===== src/sv/crc16aug_pkg.sv =====
package crc16aug_pkg;

  // Field widths of the datapath.
  localparam int CRC_W  = 16;
  localparam int BYTE_W = 8;
  localparam int CFG_INDEX_W = 1;

  // Reset contents of the configuration registers.
  localparam logic [CRC_W-1:0] INIT_RESET = 16'h0000;
  localparam logic [CRC_W-1:0] POLY_RESET = 16'h1021;

  // Configuration register indexes.
  localparam logic [CFG_INDEX_W-1:0] REG_INITIAL_VALUE = 1'b0;
  localparam logic [CFG_INDEX_W-1:0] REG_POLYNOMIAL    = 1'b1;

  // Shifts one byte into the remainder, MSB first. A bit that leaves the top
  // of the remainder folds the polynomial back in.
  function automatic logic [CRC_W-1:0] crc_shift_byte(
    input logic [CRC_W-1:0]  r_in,
    input logic [BYTE_W-1:0] b,
    input logic [CRC_W-1:0]  poly
  );
    logic [CRC_W-1:0] r;
    logic             carry;
    r = r_in;
    for (int k = BYTE_W - 1; k >= 0; k--) begin
      carry = r[CRC_W-1];
      r = {r[CRC_W-2:0], b[k]};
      if (carry) begin
        r = r ^ poly;
      end
    end
    return r;
  endfunction

endpackage


===== src/sv/crc16_augmented_byte_stream_core.sv =====
// Path: the last beat of a message passes the input register and two
// augmentation stages before its result is loaded into the output register.
// Throughput: one input beat per cycle while in_ready is high; the 8-step byte
// update into the running remainder is a combinational loop through the remainder register.
// Reset: rst (synchronous) clears all valid flags, the message state and the
// remainder, and loads initial_value = 0x0000 and polynomial = 0x1021.
module crc16_augmented_byte_stream_core (
  input  logic                                  clk,
  input  logic                                  rst,
  input  logic                                  in_valid,
  output logic                                  in_ready,
  input  logic [crc16aug_pkg::BYTE_W-1:0]       data_byte,
  input  logic                                  carries_byte,
  input  logic                                  last_item,
  output logic                                  out_valid,
  input  logic                                  out_ready,
  output logic [crc16aug_pkg::CRC_W-1:0]        crc_value,
  input  logic                                  cfg_valid,
  output logic                                  cfg_ready,
  input  logic [crc16aug_pkg::CFG_INDEX_W-1:0]  cfg_index,
  input  logic [crc16aug_pkg::CRC_W-1:0]        cfg_data
);
  import crc16aug_pkg::*;

  // Configuration registers.
  logic [CRC_W-1:0] initial_value;
  logic [CRC_W-1:0] polynomial;

  // Input register.
  logic              s0_valid;
  logic [BYTE_W-1:0] s0_byte;
  logic              s0_carries;
  logic              s0_last;

  // Running message state.
  logic [CRC_W-1:0] remainder;
  logic             in_message;

  // Augmentation stages and output register.
  logic             s1_valid;
  logic [CRC_W-1:0] s1_rem;
  logic             s2_valid;
  logic [CRC_W-1:0] s2_rem;

  logic             out_load;
  logic             s2_load_ok;
  logic             s1_load_ok;
  logic             s0_go;
  logic             s0_to_s1;
  logic [CRC_W-1:0] start_rem;
  logic [CRC_W-1:0] rem_next;
  logic [CRC_W-1:0] s2_rem_next;
  logic [CRC_W-1:0] aug_rem;

  // Configuration writes are always taken.
  assign cfg_ready = 1'b1;

  always_ff @(posedge clk) begin
    if (rst) begin
      initial_value <= INIT_RESET;
      polynomial    <= POLY_RESET;
    end else if (cfg_valid && cfg_ready) begin
      unique case (cfg_index)
        REG_INITIAL_VALUE: initial_value <= cfg_data;
        REG_POLYNOMIAL:    polynomial    <= cfg_data;
        default:           ;
      endcase
    end
  end

  // Each stage loads when it is empty or its contents move on this cycle.
  assign out_load   = s2_valid && (!out_valid || out_ready);
  assign s2_load_ok = !s2_valid || out_load;
  assign s1_load_ok = !s1_valid || s2_load_ok;
  // A beat that is not the last one ends in the remainder and needs no slot.
  assign s0_go      = s0_valid && (!s0_last || s1_load_ok);
  assign s0_to_s1   = s0_go && s0_last;
  assign in_ready   = !s0_valid || s0_go;

  // Byte update of the running remainder.
  always_comb begin
    start_rem = in_message ? remainder : initial_value;
    rem_next  = s0_carries ? crc_shift_byte(start_rem, s0_byte, polynomial) : start_rem;
  end

  // Augmentation: sixteen zero bits, eight in each stage.
  assign s2_rem_next = crc_shift_byte(s1_rem, '0, polynomial);
  assign aug_rem     = crc_shift_byte(s2_rem, '0, polynomial);

  // Input register.
  always_ff @(posedge clk) begin
    if (rst) begin
      s0_valid <= 1'b0;
    end else if (in_ready) begin
      s0_valid <= in_valid;
    end
    if (in_valid && in_ready) begin
      s0_byte    <= data_byte;
      s0_carries <= carries_byte;
      s0_last    <= last_item;
    end
  end

  // Message state: the last beat hands its remainder on and restarts.
  always_ff @(posedge clk) begin
    if (rst) begin
      in_message <= 1'b0;
      remainder  <= INIT_RESET;
    end else if (s0_go) begin
      in_message <= !s0_last;
      remainder  <= rem_next;
    end
  end

  // First augmentation stage.
  always_ff @(posedge clk) begin
    if (rst) begin
      s1_valid <= 1'b0;
    end else if (s1_load_ok) begin
      s1_valid <= s0_to_s1;
    end
    if (s0_to_s1) begin
      s1_rem <= rem_next;
    end
  end

  // Second augmentation stage.
  always_ff @(posedge clk) begin
    if (rst) begin
      s2_valid <= 1'b0;
    end else if (s2_load_ok) begin
      s2_valid <= s1_valid;
    end
    if (s1_valid && s2_load_ok) begin
      s2_rem <= s2_rem_next;
    end
  end

  // Output register, bytes swapped.
  always_ff @(posedge clk) begin
    if (rst) begin
      out_valid <= 1'b0;
    end else if (!out_valid || out_ready) begin
      out_valid <= s2_valid;
    end
    if (out_load) begin
      crc_value <= {aug_rem[BYTE_W-1:0], aug_rem[CRC_W-1:BYTE_W]};
    end
  end

  // A beat that does not end the message leaves the block inside a message.
  a_mid_message: assert property (@(posedge clk) disable iff (rst)
    (s0_go && !s0_last) |=> in_message)
    else $error("message state not set after a middle beat");

  // The last beat restarts the message and occupies the first stage.
  a_last_beat: assert property (@(posedge clk) disable iff (rst)
    s0_to_s1 |=> (s1_valid && !in_message))
    else $error("last beat lost or message state not cleared");

  // A stalled first stage keeps its remainder.
  a_s1_hold: assert property (@(posedge clk) disable iff (rst)
    (s1_valid && !s2_load_ok) |=> (s1_valid && $stable(s1_rem)))
    else $error("first augmentation stage changed while stalled");

  // No beat enters the input register while a stalled one sits there.
  a_s0_hold: assert property (@(posedge clk) disable iff (rst)
    (s0_valid && !s0_go) |-> !in_ready)
    else $error("input register overwritten while stalled");

endmodule


===== config.mk =====
export PLATFORM = sky130hd
export DESIGN_NAME = crc16_augmented_byte_stream_core
export DESIGN_NICKNAME = d
export VERILOG_FILES = /design/src/sv/crc16aug_pkg.sv /design/src/sv/crc16_augmented_byte_stream_core.sv
export SDC_FILE = /design/constraint.sdc
export NUM_CORES = 1
export LEC_CHECK = 0
export BUFFER_PORTS_ARGS = -buffer_cell sky130_fd_sc_hd__buf_2
export CORE_MARGIN = 3
export CORE_UTILIZATION = 35
export CTS_CLUSTER_DIAMETER = 80
export DETAILED_ROUTE_END_ITERATION = 10
export GPL_TIMING_DRIVEN = 1
export PLACE_DENSITY_LB_ADDON = 0.1
export SETUP_SLACK_MARGIN = 0.4
export SKIP_LAST_GASP = 1
export SLEW_MARGIN = 40
export SYNTH_ARGS = -nofsm -noshare
export SYNTH_HDL_FRONTEND = slang
export SYNTH_SLANG_ARGS = --single-unit

===== constraint.sdc =====
create_clock -name clk -period 4.52 [get_ports clk]
set_input_delay 0.226 -clock clk [delete_from_list [all_inputs] [get_ports clk]]
set_output_delay 0.226 -clock clk [all_outputs]
set_load 0.005 [all_outputs]

==> results.toml <==
[sta]
finalMaxSlewViolations = 0
hold_ws_ns = 0.02068
final-setup-viol-count = 0
fmax_ghz = 0.2511
min_period_ns = 3.983
finalCritPeriodShare = 0.8812
rsz0062_at_grt = "no"
fin_setup_tns_ns = 0
hold_viol = 0
max_slew_margin = 0.4184
clock_skew_ns = 0.02235
max_slew.worst_pin.slew_ns = 0.8712

[power_and_ir_drop]
pwr-share-seq = 0.321
finalPower_mw = 3.825
leakagePower_nw = 4.337
irDropWorstVdd_mv = 0.2205
p_comb_frac = 0.464
p_int_mw = 2.338
switchingPower_mw = 1.487
power_frac_clock = 0.215
swShare = 0.3888
cellPowerDensity_nw_per_um2 = 304.5

[route]
firstDrtPassIters = 6
initialDrtViolationCount = 854
ant_nets = 0
vias = 10420
drcViolationCount = 0
vias_per_cell = 5.441
routed_wl_um = 37860
drt-wirelength-per-cell_um = 19.76

[floorplan]
fp.coreArea_um2 = 31070
die_area_um2 = 34270
fp.dieW_um = 185.1
initial_core_util = 0.3614
fp-row-count = 64
die_y_um = 185.1
io-pin-count = 51

[worst_setup_path]
cp.required_ns = 4.80
cp-start-kind = "register"
arrival_ns = 4.26
worstSetupPathType = "reg2reg"
end_kind = "register"
crit_fanout = 26

[synth]
yosysWarnings = 0
synthTopCellsByArea = "xnor2_1, edfxtp_1, nand2_1"
synth_most_common_cell = "nand2_1"
ys_types = 72
synth.largest_area_cell = "xnor2_1"
synth-adder-area-share = 0
mappedNetlistNets = 1551
synthSimpleGateAreaFrac = 0.2295
synth_area_per_cell_um2 = 7.393
synth_compound_area_frac = 0.1949
yosysSeqAreaShare = 0.2496
synthesis.instances = 1519
synth-xor-area-share = 0.2495
synth_top_family_by_area = "XOR/XNOR gates"
ys.flop_type = "edfxtp_1"
synth_edf_count = 58
synth_area_um2 = 11230
synth_top_area_frac = 0.1965
async_flop_share = 0
synth_commonest_cells = "nand2_1, xnor2_1, clkbuf_1"
ys_ff_latch = 111
synthMuxAreaShare = 0.02006

[placement]
dp_hpwl_um = 26930
place_congestion = 0.8928
portBuffers = 49
placed_area_um2 = 11990

[layout]
multi_input_area_um2 = 7951
design_area_um2 = 12560
final.fill_count = 3225
area_growth_pct = 11.88
drive_gt1_frac = 0.1441
regArea_um2 = 2813
layout.nets = 1547
diodes = 0

[clock_tree]
clock-sinks = 111
cts_buffers = 9
clk_pin_slew_ns = 0.09
root_buffer = "clkbuf_16"
cts_hold_buf = 0
cts_max_level = 3
clock_latency_ns = 0.38
cts_tree = "yes"
clockBufferDepth = 2

[grt]
antenna_found_initial = 0
grt_overflow_total = 0
grt_pass1_vias = 9816
grt_usage = 0.2205
grt_max_degree = 79
grt_first_pass_wirelength_um = 58440

[worst_hold_path]
hold_class = "in2reg"

[run]
max_cap_viol_count = 0

[run_status]
outcome = "complete, no violations"
## cell type report
cell class                 count  share of cell area
clock inverter                 6            0.004382
inverter                       5            0.001593
sequential                   111              0.2239
clock buffer                  10             0.01823
tap                          396             0.03944
timing repair buffer         135             0.07957
multi-input combinational   1253              0.6329
## kinds of logic (layout without fill, tap and decap cells)
kind of cell,count (synthesis),count (layout)
muxes,21,21
other,1,1
and+or+nand+nor,595,595
AOI/OAI and AO/OA,335,335
buffers and inverters,155,156
xor gates and xnor gates,301,301
DFF,111,111
## critical path, cell delays in order, from the launching register on
cell      delay (ns)
dfxtp_1         0.41
nand2_1         0.09
xor2_1          0.16
mux2_2          0.32
or3_1           0.42
nand4_1         0.20
nand2_1         0.13
buf_6           0.19
a22o_1          0.23
or4_1           0.52
nand4_1         0.12
nand3b_1        0.25
xnor2_1         0.27
nand3_1         0.12
a31o_1          0.28
o21a_1          0.16
## registers in the layout (all words and copies together), names as in the netlist
register,flops
s1_rem,16
s1_valid,1
initial_value,16
out_valid,1
s2_valid,1
s2_rem,16
crc_value,16
s0_last,1
s0_carries,1
polynomial,16
remainder,16
s0_byte,8
in_message,1
s0_valid,1
## worst paths after layout
path / startpoint / cells past startpoint / to / slack (ns)
max: initial_value[15] / 15 / remainder[1] / 0.54
min: data_byte[5] / 1 / s0_byte[5] / 0.02
max reg2reg: initial_value[15] / 15 / remainder[1] / 0.54
min reg2reg: initial_value[7] / 2 / initial_value[7] / 0.48
## metrics by stage
stage / util / worst slack, ns / cells
after floorplan: - / 0.8037 / 1519
after global placement: 0.3857 / 0.3466 / 1891
after detailed placement: 0.3859 / 0.3159 / 1891
after CTS: 0.3968 / 0.5103 / 1910
after global routing: 0.4044 / 0.3735 / 1916
final: 0.4044 / 0.5368 / 1916
## placed cells by master, fill, tap and decap left out, drive strengths merged, types with 14 or more instances in the layout
cell type	instances
o21ai	78
nand3	26
a211oi	22
xor2	37
nor2	38
nor2b	21
edfxtp	58
dfxtp	53
and2	19
buf	134
a31oi	14
nand2	420
xnor2	254
a21o	19
a21oi	99
a32oi	38
## power groups by stage
| stage | Sequential, mW | Clock [mW] | Combinational [mW] |
|---|---|---|---|
| 2_1_floorplan | 1.21 | 0 | 1.33 |
| 3_3_place_gp | 1.25 | 0 | 1.69 |
| 3_5_place_dp | 1.25 | 0 | 1.70 |
| 4_1_cts | 1.23 | 0.838 | 1.73 |
| 5_1_grt | 1.23 | 0.880 | 1.95 |
| 6_report | 1.23 | 0.823 | 1.77 |
## layer usage
metal | GRT usage | share of wire | wire length (µm) | vias to the layer above
li1 | - | - | - | 5137
met1 | 0.3201 | 0.48 | 18250 | 4927
met2 | 0.3412 | 0.44 | 16780 | 310
met3 | 0.02789 | 0.046 | 1744 | 50
met4 | 0.06873 | 0.029 | 1086 | 0
met5 | 0 | 0 | 0 | -
## timing repair
action,CTS,global route
gates cloned,0,1
setup endpoints to repair,24,62
resized for setup,5,37
setup buffers,3,5
pin swaps,1,4
Power figures use the tool's default switching activity.
